$ cat src/design/mrpt_pkg.sv
// mrpt_pkg: shared types and constants of the miller-rabin test block
// used by mrpt_modmul and miller_rabin_primality_test; no dependencies
package mrpt_pkg;

  // width of the candidate and of every random field
  localparam int CAND_W = 31;
  // number of test rounds and of random fields carried by one input word
  localparam int ROUNDS = 5;
  localparam int RAND_FIELDS = 5;
  localparam int ROUND_W = (ROUNDS > 1) ? $clog2(ROUNDS) : 1;
  localparam int FIDX_W = (RAND_FIELDS > 1) ? $clog2(RAND_FIELDS) : 1;
  // counter wide enough to index every bit of a candidate
  localparam int CNT_W = $clog2(CAND_W);

  typedef logic [CAND_W-1:0] word_t;

  // sequencer states
  typedef enum logic [3:0] {
    ST_IDLE,
    ST_CHECK,
    ST_STRIP,
    ST_BASE,
    ST_BASE_WAIT,
    ST_SQ,
    ST_SQ_WAIT,
    ST_MUL,
    ST_MUL_WAIT,
    ST_TEST,
    ST_CHAIN,
    ST_CHAIN_WAIT,
    ST_DONE
  } st_t;

  // request to the modular multiplier: x * y mod m, needs y < m
  typedef struct packed {
    logic  start;
    word_t x;
    word_t y;
    word_t m;
  } mm_req_t;

  // response: done pulses for one cycle while prod holds the result
  typedef struct packed {
    logic  done;
    word_t prod;
  } mm_rsp_t;

endpackage

$ cat src/design/mrpt_modmul.sv
// mrpt_modmul: bit-serial interleaved modular multiplier, one bit of x a cycle
// depends on mrpt_pkg
module mrpt_modmul import mrpt_pkg::*; (
  input  logic    clk,
  input  logic    rst_n,
  input  mm_req_t req,
  output mm_rsp_t rsp
);

  word_t            x_r, x_nxt;
  word_t            y_r, y_nxt;
  word_t            m_r, m_nxt;
  word_t            acc_r, acc_nxt;
  logic [CNT_W-1:0] cnt_r, cnt_nxt;
  logic             busy_r, busy_nxt;
  logic             done_r, done_nxt;

  logic [CAND_W+1:0] sum;
  logic [CAND_W+1:0] m1;
  logic [CAND_W+1:0] m2;
  logic [CAND_W+1:0] red;

  // one step: acc = 2*acc + bit*y, then bring below m (sum stays under 3m)
  always_comb begin
    m1  = {2'b00, m_r};
    m2  = {1'b0, m_r, 1'b0};
    sum = {1'b0, acc_r, 1'b0} + {2'b00, (x_r[CAND_W-1] ? y_r : '0)};
    if (sum >= m2) begin
      red = sum - m2;
    end else if (sum >= m1) begin
      red = sum - m1;
    end else begin
      red = sum;
    end
  end

  // next values
  always_comb begin
    x_nxt    = x_r;
    y_nxt    = y_r;
    m_nxt    = m_r;
    acc_nxt  = acc_r;
    cnt_nxt  = cnt_r;
    busy_nxt = busy_r;
    done_nxt = 1'b0;
    if (req.start) begin
      x_nxt    = req.x;
      y_nxt    = req.y;
      m_nxt    = req.m;
      acc_nxt  = '0;
      cnt_nxt  = CNT_W'(CAND_W - 1);
      busy_nxt = 1'b1;
    end else if (busy_r) begin
      acc_nxt = red[CAND_W-1:0];
      x_nxt   = {x_r[CAND_W-2:0], 1'b0};
      if (cnt_r == '0) begin
        busy_nxt = 1'b0;
        done_nxt = 1'b1;
      end else begin
        cnt_nxt = cnt_r - 1'b1;
      end
    end
  end

  // control state
  always_ff @(posedge clk) begin
    if (!rst_n) begin
      busy_r <= 1'b0;
      done_r <= 1'b0;
    end else begin
      busy_r <= busy_nxt;
      done_r <= done_nxt;
    end
  end

  // operands and accumulator
  always_ff @(posedge clk) begin
    x_r   <= x_nxt;
    y_r   <= y_nxt;
    m_r   <= m_nxt;
    acc_r <= acc_nxt;
    cnt_r <= cnt_nxt;
  end

  assign rsp.done = done_r;
  assign rsp.prod = acc_r;

  // a new request only lands on an idle unit
  a_start_idle: assert property (@(posedge clk) disable iff (!rst_n)
    req.start |-> !busy_r && !done_r)
    else $error("modmul started while busy");

  // accumulator stays reduced through the whole run
  a_acc_reduced: assert property (@(posedge clk) disable iff (!rst_n)
    (busy_r || done_r) |-> (acc_r < m_r))
    else $error("modmul accumulator not reduced");

  // the addend must already be reduced for the two-compare reduction to hold
  a_y_reduced: assert property (@(posedge clk) disable iff (!rst_n)
    busy_r |-> (y_r < m_r))
    else $error("modmul addend not below modulus");

  // done follows the last step of a run
  a_done_after_busy: assert property (@(posedge clk) disable iff (!rst_n)
    done_r |-> $past(busy_r))
    else $error("modmul done without a run");

endmodule

$ cat config.mk
export PLATFORM = sky130hd
export DESIGN_NAME = mrpt_modmul
export DESIGN_NICKNAME = d
export VERILOG_FILES = /design/src/design/mrpt_pkg.sv /design/src/design/mrpt_modmul.sv
export SDC_FILE = /design/constraint.sdc
export NUM_CORES = 1
export LEC_CHECK = 0
export BUFFER_PORTS_ARGS = -buffer_cell sky130_fd_sc_hd__buf_2
export CORE_AREA = 2 2 145 147
export CTS_BUF_LIST = sky130_fd_sc_hd__clkbuf_4 sky130_fd_sc_hd__clkbuf_8
export DETAILED_ROUTE_END_ITERATION = 10
export DIE_AREA = 0 0 147 149
export PLACE_DENSITY = 0.72
export SETUP_SLACK_MARGIN = 0.05
export SLEW_MARGIN = 0
export SYNTH_ARGS = -nofsm -noshare
export SYNTH_HDL_FRONTEND = slang
export SYNTH_SLANG_ARGS = --single-unit
$ cat constraint.sdc
create_clock -name clk -period 5.52 [get_ports clk]
set_input_delay 0.276 -clock clk [delete_from_list [all_inputs] [get_ports clk]]
set_output_delay 0.276 -clock clk [all_outputs]
set_load 0.02 [all_outputs]
==> results.md <==
* Internal reg-to-reg setup slack at 170 ps
* Clk slew on worst S/H paths at 100 ps
* Period utilization at 96.85%
* Syn avg cell area at 9.483 µm²
* Setup TNS at 0 ps
* Placed cell area at 0.01140 mm²
* Post-route ant nets at 0
* Final min period at 5346 ps
* Clock Skews at 25.61 ps
* Clock buffer depth at 2
* Vias in the first global route at 8961
* CTS HTree Levels at 4
* Share of cells above drive strength 1 at 25.32%
* Post-Place Cells at 1501
* Final hold viol count at 0
* Largest net degree at the start of global routing at 83
* Die Ht at 149 µm
* Post-synthesis instance total at 1055
* Final non-filler cell total at 1610
* Slew HR at 26.29%
* CTS Sinks at 131
* Cell taking the most area after synthesis: edfxtp_1
* Status: finished, final reports clean
* Post-synth EDFFs at 93
* Share of power burned in registers at 18.1%
* P_sw at 3680 µW
* Area of the multi-input gates at 0.006254 mm²
* Leakage dissipation at 0.005718 µW
* PD cells at 594.7 mW/mm²
* CP Launch Type: register
* Worst vdd ir at 252.8 µV
* Synth Net Count at 1248
* Most frequent cells in the layout: buf_2, edfxtp_1, ha_1, a21oi_1, buf_4
* Core Region at 0.02056 mm²
* Worst Tran Pin Value at 1102 ps
* Xor-xnor portion of the synthesized cell area at 6.391%
* Clock network power share at 11.3%
* Flops & latches, synth at 131
* CP required at 5870 ps
* Initial core utilization at 48.67%
* # fillers at 1773
* Yosys cell types at 75
* Worst-Skew Late Latency at 480 ps
* CTS Buf Count at 17
* Total of max-cap violations at 0
* Post-synthesis mux area share at 5.640%
* Main flop type after synthesis: edfxtp_1
* Area delta synth->final at 27.63%
* Final setup violation count at 0
* DR iter-0 viols at 625
* Signal arrival time at the worst endpoint at 5700 ps
* Die area at 0.02190 mm²
* CP Class: register to register
* Vias per inst at 5.779
* Yosys Warn Count at 0
* Synth Area in Compound Gates at 21.52%
* CP endpoint kind: register
* Drt wl/cell at 18.75 µm
* Nets at 1515
* First-pass GRT wire length at 46060 µm
* Routability cong. at 0.9611
* Port Buffers at 127
* Logic pwr share at 70.6%
* DRC errors left at 0
* Io pins at 128
* Detail Placement HPWL at 22270 µm
* Register area at 0.003553 mm²
* Net Sw Frac at 48.46%
* Hold Path Class: input pin to register
* Initial antenna violation count at 0
* Via count at 9304
* Adder-Cell Fraction of Synth Area at 12.36%
* Die width at 147 µm
* Design area at 0.01277 mm²
* Power, Total at 7593 µW
* Async S/R FF share, synth at 0%
* Drt total wl at 30190 µm
* Most common cell after layout, fill and taps aside: buf_2
* GRT Util Overall at 27.06%
* Synthesized area at 0.01000 mm²
* RSZ-0062 raised after global routing: no
* Number of diodes at 0
* Grt total ovfl at 0
* Rows at 53
* Top cells by area, synth: edfxtp_1, ha_1, dfxtp_1
* Simple-Gate Fraction of Synth Area at 14.56%
* CTS root buf: clkbuf_8
* Seq/Total Area, Yosys at 35.52%
* TritonCTS clock tree: built
* Internal power at 3913 µW
* Fmax at 187.0 MHz
* Count of pins over their slew limit at 0
* Largest family of logic cells by synthesized area: compound AO/OA/AOI/OAI gates
* Max FO, Critical Path at 7
* Post-synth top area share at 27.91%
* DR pass1 iterations at 5
==> final timing paths <==
| kind | startpoint | endpoint | cells after the start |
|---|---|---|---|
| worst max-delay path | x_r[30] | acc_r[6] | 25 |
| worst min-delay path | rst_n | busy_r | 2 |
| worst max register to register | x_r[30] | acc_r[6] | 25 |
| worst min register to register | acc_r[6] | acc_r[6] | 2 |
==> timing repair <==
| item | in CTS | in global routing |
|---|---|---|
| endpoints found under the setup margin | 29 | 31 |
| gates resized for setup | 13 | 38 |
| hold buffers | 62 | 0 |
| endpoints found under the hold margin | 62 | 0 |
| setup buffers | 5 | 9 |
| gates cloned | 0 | 1 |
| pin swaps | 5 | 11 |
==> cells in the mapped netlist, types with 22 or more instances <==
master,number
a21o_1,34
a21oi_1,96
and2_1,35
clkbuf_1,24
dfxtp_1,38
edfxtp_1,93
ha_1,94
inv_1,62
mux2_2,34
nand2_1,65
nand3_1,22
nor2_1,63
o21ai_0,53
xnor2_1,46
xor2_1,27
==> worst max-delay path: stages (launching register included) <==
cell and delay (ps):
edfxtp_1 410, buf_4 180, buf_4 130, and2_1 130, ha_2 200, a2111oi_4 350
buf_4 180, o21ai_2 80, buf_4 160, a221oi_2 240, o21bai_1 140, a21o_1 200
a21oi_1 180, xnor2_1 140, ha_1 370, and4_4 240, nand2_2 100, a211o_1 360
a211o_1 290, a21boi_2 190, nor4b_4 70, buf_4 170, buf_6 150, mux2_1 310
o211ai_1 160, a21oi_1 80
==> layout make-up <==
cell class	instances	area share [%]
Clock buffer	17	1.832
Clock inverter	15	1.470
Inverter	62	1.823
Multi-Input combinational cell	828	48.98
Sequential cell	131	27.83
Tap cell	275	2.695
Timing Repair Buffer	282	15.37
==> per-layer routing <==
metal	vias to the layer above	GRT usage [%]	routed length, µm
met3	79	4.832	1918
met4	0	11.06	1017
met1	4368	35.47	13280
met2	361	44.58	13970
met5	-	0	0
li1	4496	-	-
==> kinds of logic (layout without fill, tap and decap cells) <==
group,after synthesis,count (layout)
compound gates,326,326
simple gates,280,280
flops,131,131
fa+ha+maj,97,97
buf+inv,96,376
xor+xnor,73,73
mux,52,52
==> stage by stage <==
stage	setup WS [ps]	hold WS (ps)	utilization, %
global route	12.39	62.45	62.11
detailed placement	-213.3	454.1	55.47
finish	173.8	54.59	62.11
global placement	-160.9	452.2	55.47
floorplan	398.2	374.9	-
CTS	54.65	28.73	60.95
==> registers in the layout, indices dropped and copies added, names as in the netlist <==
register / count
done_r: 1
cnt_r: 5
busy_r: 1
y_r: 31
m_r: 31
acc_r: 31
x_r: 31
==> power groups by stage <==
stage	Sequential [µW]	Combinational, µW	Clock, µW
final	1370	5360	860
after global routing	1390	5790	909
after CTS	1370	5060	876
after detailed placement	1390	4960	0
after global placement	1390	4920	0
after floorplan	1450	3400	0
(Power assumes the default switching activity.)
